### config.mk
export PLATFORM = sky130hd
export DESIGN_NAME = lfu_cache_lru_tiebreak
export DESIGN_NICKNAME = d
export VERILOG_FILES = /design/src/lfu_pkg.sv /design/src/lfu_cache_lru_tiebreak.sv /design/src/lfu_slot_store.sv /design/src/lfu_scan_unit.sv
export SDC_FILE = /design/constraint.sdc
export NUM_CORES = 2
export LEC_CHECK = 0
export ABC_AREA = 0
export BUFFER_PORTS_ARGS = -buffer_cell sky130_fd_sc_hd__buf_4
export CAP_MARGIN = 20
export CORE_ASPECT_RATIO = 0.9
export CORE_MARGIN = 3
export CORE_UTILIZATION = 60
export CTS_CLUSTER_DIAMETER = 150
export DETAILED_ROUTE_END_ITERATION = 8
export PLACE_DENSITY = 0.85
export RECOVER_POWER = 100
export SYNTH_ARGS = -nofsm -noshare
export SYNTH_HDL_FRONTEND = slang
export SYNTH_SLANG_ARGS = --single-unit
### constraint.sdc
create_clock -name clk -period 31.9 [get_ports clk]
set_input_delay 3.19 -clock clk [delete_from_list [all_inputs] [get_ports clk]]
set_output_delay 3.19 -clock clk [all_outputs]
set_load 0.01 [all_outputs]
### src/lfu_pkg.sv
package lfu_pkg;

  // cache geometry
  localparam int ENTRIES    = 16;
  localparam int KEY_BITS   = 64;
  localparam int VALUE_BITS = 64;
  localparam int COUNT_W    = 32;
  localparam int STAMP_W    = 32;

  // slot index and slot count widths
  localparam int SLOT_W = (ENTRIES > 1) ? $clog2(ENTRIES) : 1;
  localparam int CNT_W  = $clog2(ENTRIES + 1);

  // external field widths
  localparam int FIELD_W   = 64;
  localparam int CAP_RAW_W = 5;
  localparam int PADDR_W   = 3;
  localparam int PDATA_W   = 32;

  // capacity after reset, saturated to the slot count
  localparam int CAP_RESET = (16 > ENTRIES) ? ENTRIES : 16;

  localparam logic [COUNT_W-1:0] COUNT_MAX = '1;

  // request codes
  localparam logic REQ_GET = 1'b0;
  localparam logic REQ_SET = 1'b1;

  // register index (paddr[2])
  localparam logic REG_CAPACITY = 1'b0;

  typedef enum logic [1:0] {
    ST_IDLE,
    ST_SCAN,
    ST_COMMIT,
    ST_RESP
  } state_t;

  typedef struct packed {
    logic [KEY_BITS-1:0]   key;
    logic [VALUE_BITS-1:0] value;
    logic [COUNT_W-1:0]    count;
    logic [STAMP_W-1:0]    stamp;
  } slot_t;

  typedef struct packed {
    logic              en;
    logic [SLOT_W-1:0] addr;
    logic              wr_key;
    logic              wr_value;
    slot_t             data;
  } slot_wr_t;

  typedef struct packed {
    logic                  match;
    logic [SLOT_W-1:0]     match_idx;
    logic [COUNT_W-1:0]    match_count;
    logic [VALUE_BITS-1:0] match_value;
    logic                  free_found;
    logic [SLOT_W-1:0]     free_idx;
    logic [CNT_W-1:0]      used;
    logic                  victim_found;
    logic [SLOT_W-1:0]     victim_idx;
    logic [KEY_BITS-1:0]   victim_key;
  } scan_res_t;

endpackage

### src/lfu_cache_lru_tiebreak.sv
// A result is on the ports, with done, once the scan, compare and commit of an access are over.
// A new access is not accepted while busy; start is taken again in the cycle after done. The
// slot store's single read port is scanned one slot per cycle, a compare stage follows the last
// read, a commit state writes back, and a register stage drives the results.
// done is high for exactly one cycle; the receiver cannot stall it.
// Reset (rst, synchronous): cache empty, stamp counter zero, capacity = min(16, ENTRIES).
module lfu_cache_lru_tiebreak (
  input  logic                          clk,
  input  logic                          rst,
  // command side
  input  logic                          start,
  output logic                          busy,
  input  logic                          req_type,
  input  logic [lfu_pkg::FIELD_W-1:0]   key,
  input  logic [lfu_pkg::FIELD_W-1:0]   write_value,
  // result side
  output logic                          done,
  output logic                          hit,
  output logic [lfu_pkg::FIELD_W-1:0]   read_value,
  output logic                          evicted,
  output logic [lfu_pkg::FIELD_W-1:0]   evicted_key,
  // configuration port
  input  logic                          psel,
  input  logic                          penable,
  input  logic                          pwrite,
  input  logic [lfu_pkg::PADDR_W-1:0]   paddr,
  input  logic [lfu_pkg::PDATA_W-1:0]   pwdata,
  output logic [lfu_pkg::PDATA_W-1:0]   prdata,
  output logic                          pready
);
  import lfu_pkg::*;

  state_t state, state_next;

  logic [CNT_W-1:0]      scan_ptr;
  logic                  issue_done;
  logic                  proc_ok;
  logic [SLOT_W-1:0]     proc_idx;
  logic                  rd_en;
  slot_t                 rd_data;

  logic                  req_is_set;
  logic [KEY_BITS-1:0]   req_key;
  logic [VALUE_BITS-1:0] req_value;

  logic [CNT_W-1:0]      capacity;
  logic [CNT_W-1:0]      cap_new;
  logic [ENTRIES-1:0]    slot_valid;
  logic [STAMP_W-1:0]    stamp_counter;

  logic                  cfg_wr;
  logic                  accept;
  logic                  scan_last;

  scan_res_t             res;
  slot_wr_t              wr;
  logic                  ins_en;
  logic [SLOT_W-1:0]     ins_idx;

  logic                  hit_next;
  logic [FIELD_W-1:0]    read_value_next;
  logic                  evicted_next;
  logic [FIELD_W-1:0]    evicted_key_next;

  assign accept    = start && !busy;
  assign busy      = (state != ST_IDLE);
  assign scan_last = proc_ok && (proc_idx == SLOT_W'(ENTRIES - 1));

  // configuration port
  assign pready = 1'b1;
  assign cfg_wr = psel && penable && pwrite && pready && (paddr[2] == REG_CAPACITY);

  always_comb begin
    if (32'(pwdata[CAP_RAW_W-1:0]) > 32'(ENTRIES)) begin
      cap_new = CNT_W'(ENTRIES);
    end else begin
      cap_new = CNT_W'(pwdata[CAP_RAW_W-1:0]);
    end
  end

  always_comb begin
    if (paddr[2] == REG_CAPACITY) begin
      prdata = PDATA_W'(capacity);
    end else begin
      prdata = '0;
    end
  end

  always_ff @(posedge clk) begin
    if (rst) begin
      capacity <= CNT_W'(CAP_RESET);
    end else if (cfg_wr) begin
      capacity <= cap_new;
    end
  end

  // request capture
  always_ff @(posedge clk) begin
    if (accept) begin
      req_is_set <= (req_type == REQ_SET);
      req_key    <= key[KEY_BITS-1:0];
      req_value  <= write_value[VALUE_BITS-1:0];
    end
  end

  // state register
  always_ff @(posedge clk) begin
    if (rst) begin
      state <= ST_IDLE;
    end else begin
      state <= state_next;
    end
  end

  // scan address sequencing and read pipeline flags
  assign rd_en = (state == ST_SCAN) && !issue_done;

  always_ff @(posedge clk) begin
    if (rst) begin
      scan_ptr   <= '0;
      issue_done <= 1'b0;
      proc_ok    <= 1'b0;
      proc_idx   <= '0;
    end else begin
      proc_ok  <= rd_en;
      proc_idx <= scan_ptr[SLOT_W-1:0];
      if (accept) begin
        scan_ptr   <= '0;
        issue_done <= 1'b0;
      end else if (rd_en) begin
        scan_ptr <= scan_ptr + CNT_W'(1);
        if (scan_ptr == CNT_W'(ENTRIES - 1)) begin
          issue_done <= 1'b1;
        end
      end
    end
  end

  lfu_slot_store u_store (
    .clk     (clk),
    .wr      (wr),
    .rd_en   (rd_en),
    .rd_addr (scan_ptr[SLOT_W-1:0]),
    .rd_data (rd_data)
  );

  lfu_scan_unit u_scan (
    .clk       (clk),
    .rst       (rst),
    .clear     (accept),
    .proc      (proc_ok),
    .proc_idx  (proc_idx),
    .slot_ok   (slot_valid[proc_idx]),
    .rd        (rd_data),
    .req_key   (req_key),
    .capacity  (capacity),
    .stamp_now (stamp_counter),
    .res       (res)
  );

  // next state and commit decisions
  always_comb begin
    state_next       = state;
    wr               = '0;
    ins_en           = 1'b0;
    ins_idx          = res.free_idx;
    hit_next         = 1'b0;
    read_value_next  = '0;
    evicted_next     = 1'b0;
    evicted_key_next = '0;
    unique case (state)
      ST_IDLE: begin
        if (accept) begin
          state_next = ST_SCAN;
        end
      end
      ST_SCAN: begin
        if (scan_last) begin
          state_next = ST_COMMIT;
        end
      end
      ST_COMMIT: begin
        state_next      = ST_RESP;
        wr.data.key     = req_key;
        wr.data.value   = req_value;
        wr.data.count   = COUNT_W'(1);
        wr.data.stamp   = stamp_counter;
        if (capacity != '0) begin
          if (!req_is_set) begin
            // get: bump the count unless saturated
            if (res.match) begin
              hit_next        = 1'b1;
              read_value_next = FIELD_W'(res.match_value);
              if (res.match_count != COUNT_MAX) begin
                wr.en         = 1'b1;
                wr.addr       = res.match_idx;
                wr.data.count = res.match_count + COUNT_W'(1);
              end
            end
          end else if (res.match) begin
            // set of a present key: update in place, count restarts
            hit_next    = 1'b1;
            wr.en       = 1'b1;
            wr.addr     = res.match_idx;
            wr.wr_value = 1'b1;
          end else begin
            // set of a new key: evict when full, else take the first free slot
            if (res.used >= capacity) begin
              ins_en           = res.victim_found;
              ins_idx          = res.victim_idx;
              evicted_next     = res.victim_found;
              evicted_key_next = res.victim_found ? FIELD_W'(res.victim_key) : '0;
            end else begin
              ins_en  = res.free_found;
              ins_idx = res.free_idx;
            end
            wr.en       = ins_en;
            wr.addr     = ins_idx;
            wr.wr_key   = 1'b1;
            wr.wr_value = 1'b1;
          end
        end
      end
      ST_RESP: begin
        state_next = ST_IDLE;
      end
      default: begin
        state_next = ST_IDLE;
      end
    endcase
  end

  // valid bits: cleared at and above the new capacity on a write, set on insert
  always_ff @(posedge clk) begin
    if (rst) begin
      slot_valid <= '0;
    end else if (cfg_wr) begin
      for (int i = 0; i < ENTRIES; i++) begin
        if (32'(i) >= 32'(cap_new)) begin
          slot_valid[i] <= 1'b0;
        end
      end
    end else if (ins_en) begin
      slot_valid[ins_idx] <= 1'b1;
    end
  end

  // entry stamp advances with every count entry
  always_ff @(posedge clk) begin
    if (rst) begin
      stamp_counter <= '0;
    end else if (wr.en) begin
      stamp_counter <= stamp_counter + STAMP_W'(1);
    end
  end

  // result registers and transfer strobe
  always_ff @(posedge clk) begin
    if (rst) begin
      done <= 1'b0;
    end else begin
      done <= (state == ST_COMMIT);
    end
  end

  always_ff @(posedge clk) begin
    if (state == ST_COMMIT) begin
      hit         <= hit_next;
      read_value  <= read_value_next;
      evicted     <= evicted_next;
      evicted_key <= evicted_key_next;
    end
  end

  // checks
  a_done_after_commit: assert property (@(posedge clk) disable iff (rst)
    done |-> $past(state == ST_COMMIT))
    else $error("result strobe without a commit cycle");

  a_evict_not_hit: assert property (@(posedge clk) disable iff (rst)
    (done && evicted) |-> !hit)
    else $error("eviction reported on a hit");

  a_fill_in_capacity: assert property (@(posedge clk) disable iff (rst)
    $countones(slot_valid) <= 32'(capacity))
    else $error("more valid slots than capacity");

  a_busy_after_accept: assert property (@(posedge clk) disable iff (rst)
    accept |=> (busy && !done))
    else $error("not busy after accepting a command");

endmodule

### src/lfu_slot_store.sv
module lfu_slot_store (
  input  logic                      clk,
  input  lfu_pkg::slot_wr_t         wr,
  input  logic                      rd_en,
  input  logic [lfu_pkg::SLOT_W-1:0] rd_addr,
  output lfu_pkg::slot_t            rd_data
);
  import lfu_pkg::*;

  logic [KEY_BITS-1:0]   key_mem   [ENTRIES];
  logic [VALUE_BITS-1:0] value_mem [ENTRIES];
  logic [COUNT_W-1:0]    count_mem [ENTRIES];
  logic [STAMP_W-1:0]    stamp_mem [ENTRIES];

  // write port: count and stamp go with every write
  always_ff @(posedge clk) begin
    if (wr.en) begin
      count_mem[wr.addr] <= wr.data.count;
      stamp_mem[wr.addr] <= wr.data.stamp;
      if (wr.wr_key) begin
        key_mem[wr.addr] <= wr.data.key;
      end
      if (wr.wr_value) begin
        value_mem[wr.addr] <= wr.data.value;
      end
    end
  end

  // registered read port
  always_ff @(posedge clk) begin
    if (rd_en) begin
      rd_data.key   <= key_mem[rd_addr];
      rd_data.value <= value_mem[rd_addr];
      rd_data.count <= count_mem[rd_addr];
      rd_data.stamp <= stamp_mem[rd_addr];
    end
  end

endmodule

### src/lfu_scan_unit.sv
module lfu_scan_unit (
  input  logic                         clk,
  input  logic                         rst,
  input  logic                         clear,
  input  logic                         proc,
  input  logic [lfu_pkg::SLOT_W-1:0]   proc_idx,
  input  logic                         slot_ok,
  input  lfu_pkg::slot_t               rd,
  input  logic [lfu_pkg::KEY_BITS-1:0] req_key,
  input  logic [lfu_pkg::CNT_W-1:0]    capacity,
  input  logic [lfu_pkg::STAMP_W-1:0]  stamp_now,
  output lfu_pkg::scan_res_t           res
);
  import lfu_pkg::*;

  logic                  match_found;
  logic [SLOT_W-1:0]     match_idx;
  logic [COUNT_W-1:0]    match_count;
  logic [VALUE_BITS-1:0] match_value;
  logic                  free_found;
  logic [SLOT_W-1:0]     free_idx;
  logic [CNT_W-1:0]      used;
  logic                  victim_found;
  logic [SLOT_W-1:0]     victim_idx;
  logic [KEY_BITS-1:0]   victim_key;
  logic [COUNT_W-1:0]    best_cnt;
  logic [STAMP_W-1:0]    best_age;

  logic [STAMP_W-1:0] age;
  logic               take_match;
  logic               take_free;
  logic               take_victim;

  // one slot per cycle: key compare, free check, count/age compare
  always_comb begin
    age         = stamp_now - rd.stamp;
    take_match  = slot_ok && !match_found && (rd.key == req_key);
    take_free   = !slot_ok && !free_found && (CNT_W'(proc_idx) < capacity);
    take_victim = slot_ok && (!victim_found || (rd.count < best_cnt) ||
                  ((rd.count == best_cnt) && (age > best_age)));
  end

  // found flags and the valid count
  always_ff @(posedge clk) begin
    if (rst || clear) begin
      match_found  <= 1'b0;
      free_found   <= 1'b0;
      victim_found <= 1'b0;
      used         <= '0;
    end else if (proc) begin
      if (take_match) begin
        match_found <= 1'b1;
      end
      if (take_free) begin
        free_found <= 1'b1;
      end
      if (take_victim) begin
        victim_found <= 1'b1;
      end
      if (slot_ok) begin
        used <= used + CNT_W'(1);
      end
    end
  end

  // captured slot contents
  always_ff @(posedge clk) begin
    if (proc) begin
      if (take_match) begin
        match_idx   <= proc_idx;
        match_count <= rd.count;
        match_value <= rd.value;
      end
      if (take_free) begin
        free_idx <= proc_idx;
      end
      if (take_victim) begin
        victim_idx <= proc_idx;
        victim_key <= rd.key;
        best_cnt   <= rd.count;
        best_age   <= age;
      end
    end
  end

  assign res.match        = match_found;
  assign res.match_idx    = match_idx;
  assign res.match_count  = match_count;
  assign res.match_value  = match_value;
  assign res.free_found   = free_found;
  assign res.free_idx     = free_idx;
  assign res.used         = used;
  assign res.victim_found = victim_found;
  assign res.victim_idx   = victim_idx;
  assign res.victim_key   = victim_key;

endmodule

==> results.sh <==
export IMPL_period_needed_ps=16120
export IMPL_ctsRootBufferMaster="clkbuf_16"
export IMPL_synth_top_cells_by_count="edfxtp_1 (3759), mux4_2 (914), and2_1 (281)"
export IMPL_ys_top_cells_by_area="edfxtp_1 (77%), mux4_2 (14%), and2_1 (1.2%)"
export IMPL_htreeDepth=5
export IMPL_io_buffers=277
export IMPL_io_pins=335
export IMPL_start_kind="flop"
export IMPL_arrival_ps=16800
export IMPL_layoutNonFillerInstCount=10630
export IMPL_cts_buffer_depth=4
export IMPL_antenna_found_initial=24
export IMPL_hold_viol=0
export IMPL_synth_cell_type_count=69
export IMPL_intPower_mw=9.222
export IMPL_critPathKind="reg2reg"
export IMPL_area_growth_pct=11.47
export IMPL_syn_instance_count=6648
export IMPL_synth_edff_count=3759
export IMPL_grt_overflow=0
export IMPL_fmax_ghz=0.06205
export IMPL_p_leak_nw=49.65
export IMPL_synthArstFlopShare=0
export IMPL_rsz0062_at_grt="false"
export IMPL_via_per_inst=7.318
export IMPL_wire_per_inst_um=39.49
export IMPL_finalPower_mw=12.36
export IMPL_power_frac_clock=0.364
export IMPL_p_comb_frac=0.140
export IMPL_cts_buffers=371
export IMPL_cp_required_ps=32580
export IMPL_p_switching_mw=3.138
export IMPL_path_max_fanout=45
export IMPL_die_w_um=526.9
export IMPL_reg2reg_from="scan_ptr[0]"
export IMPL_synth_area_um2=146500
export IMPL_synthFlopType="edfxtp_1"
export IMPL_switching_share=0.2539
export IMPL_grt_pass1_vias=78920
export IMPL_hold_buffers=0
export IMPL_core_area_um2=242000
export IMPL_hold_start="u_store.rd_data[86]"
export IMPL_fin_nets=7424
export IMPL_hold_path_class="reg2reg"
export IMPL_clock_latency_ps=1020
export IMPL_maxCapViolations=142
export IMPL_yosysTopAreaCellShare=0.7704
export IMPL_post_cts_buffers=0
export IMPL_syn_avg_cell_area_um2=22.04
export IMPL_dp_hpwl_um=186900
export IMPL_post_place_cells=9959
export IMPL_hold_depth=0
export IMPL_cts_clk_slew_worst_paths_ps=70
export IMPL_grt_max_degree=148
export IMPL_setup_viol=0
export IMPL_yosysTopAreaCell="edfxtp_1"
export IMPL_period_share=0.5052
export IMPL_post_synth_top_count_cell="edfxtp_1"
export IMPL_dr_pass1_iters=8
export IMPL_regToRegEndpoint="u_store.rd_data[91]"
export IMPL_power_density_nw_per_um2=75.68
export IMPL_fin_util=0.6750
export IMPL_seqPwrFrac=0.496
export IMPL_grt_pass1_wl_um=592400
export IMPL_tritoncts="done"
export IMPL_detail_route_iter0_violations=14630
export IMPL_start_util=0.6055
export IMPL_rr_worst_depth=8
export IMPL_crit_path_end_kind="flop"
export IMPL_postRouteWirelength_um=419800
export IMPL_ff2ff_setup_slack_ps=15780
export IMPL_tightestPinTransition_ps=9868
export IMPL_relSlewSlack=-5.579
export IMPL_grt_usage=0.3367
export IMPL_cts_sinks=3834
export IMPL_drive_gt1_frac=0.2115
export IMPL_pre_cts_slack_ps=25150
export IMPL_final_antenna_net_count=0
export IMPL_gp_congestion=0.8645
export IMPL_slew_viol_final=5431
export IMPL_yosys_warnings=0
export IMPL_min_to="u_scan.match_value[22]"
export IMPL_ys_ff_latch=3834
export IMPL_status="finished with violations"
export IMPL_setup_ws_ps=15780
export IMPL_ir_drop_mv=0.09002
export IMPL_finalClockSkew_ps=117.5
export IMPL_ys_seq_area_frac=0.7806
export IMPL_finalSetupTns_ps=0
export IMPL_violations="max-capacitance violations, max-slew violations"
export IMPL_row_count=171
export IMPL_die_h_um=474.8
export IMPL_ctsResizeCount=0
export IMPL_drc=0
export IMPL_die_area_um2=250200
export IMPL_vias=77810
## how the worst max path moves through the flow
stage,start,endpoint,slack (ps)
CTS,scan_ptr[0],u_store.rd_data[91],24970
detailed placement,paddr[2],prdata[0],25150
floorplan,state[0],u_store.key_mem[10][0],21850
global route,scan_ptr[0],u_store.rd_data[63],13730
finish,scan_ptr[0],u_store.rd_data[91],15780
global placement,paddr[2],prdata[0],25160
## routing by layer
metal | GRT usage | wire length, µm
met5 | 0 | 122
met1 | 0.4260 | 131100
met4 | 0.1805 | 28120
met3 | 0.07727 | 54610
met2 | 0.5505 | 205900
## layout by cell type (no fill, tap or decap), drive strengths merged, types with 7 or more instances in the layout
cell	n
o22ai	7
clkinvlp	13
nor3	39
nand2b	10
xnor2	60
edfxtp	3759
dfxtp	75
bufinv	48
nor2b	78
mux4	914
nand4	36
nand2	59
and2	282
nor4	17
and3	18
a21o	35
mux2i	62
a211oi	67
diode	9
and4	10
clkbuf	824
nor2	178
buf	35
a21oi	123
a31oi	7
nand3	51
inv	148
ha	112
o21a	7
xor2	78
o21ai	39
conb	28
clkinv	145
## critical path, cell delays in order, from the launching register on
cell and delay (ps):
dfxtp_1 2300, clkbuf_1 1080, clkbuf_1 2310, clkbuf_1 2090
clkbuf_1 2520, clkbuf_1 3060, buf_4 1040, mux4_2 660
mux4_2 550
## through the flow
step           instance area, µm²  hold slack [ps]
2_1_floorplan              146600            400.3
3_3_place_gp               152800            405.8
3_5_place_dp               152800            404.5
4_1_cts                    164800            420.2
5_1_grt                    163300            405.1
6_report                   163300            415.8
## cell families (layout without fill, tap and decap cells)
group,Yosys count,count (layout),synth area share
AOI/OAI and AO/OA,322,322,0.01390
DFF,3834,3834,0.7806
muxes,982,982,0.1452
other,2,37,0.00005125
buffers and inverters,464,1213,0.01271
adders and majority gates,113,113,0.009701
xor gates and xnor gates,138,138,0.008249
and+or+nand+nor,793,793,0.02958
## power by group through the flow
stage,logic [mW],clock network [mW],registers [mW]
6_report,1.73,4.50,6.14
3_5_place_dp,1.59,0,6.17
2_1_floorplan,1.09,0,6.15
3_3_place_gp,1.51,0,6.16
5_1_grt,1.82,4.67,6.14
4_1_cts,1.68,4.51,6.09
## flip-flops by register name (all words and copies together), names as in the netlist, 64 cells and up
register / cells
evicted_key: 64
read_value: 64
req_key: 64
req_value: 64
u_scan.match_value: 64
u_scan.victim_key: 64
u_store.count_mem: 512
u_store.key_mem: 1024
u_store.rd_data: 192
u_store.stamp_mem: 512
u_store.value_mem: 1024
## final cells by class
class                           count  area [µm²]
Sequential cell                  3834      114400
Tap cell                         3200        4004
Fill cell                       13350       78650
Clock inverter                    217        2331
Multi-Input combinational cell   2376       30410
Clock buffer                      438        9639
Inverter                          137       514.2
Antenna cell                        9       22.52
Timing Repair Buffer              421        2027
No activity file was read; power rests on OpenSTA's default activity.
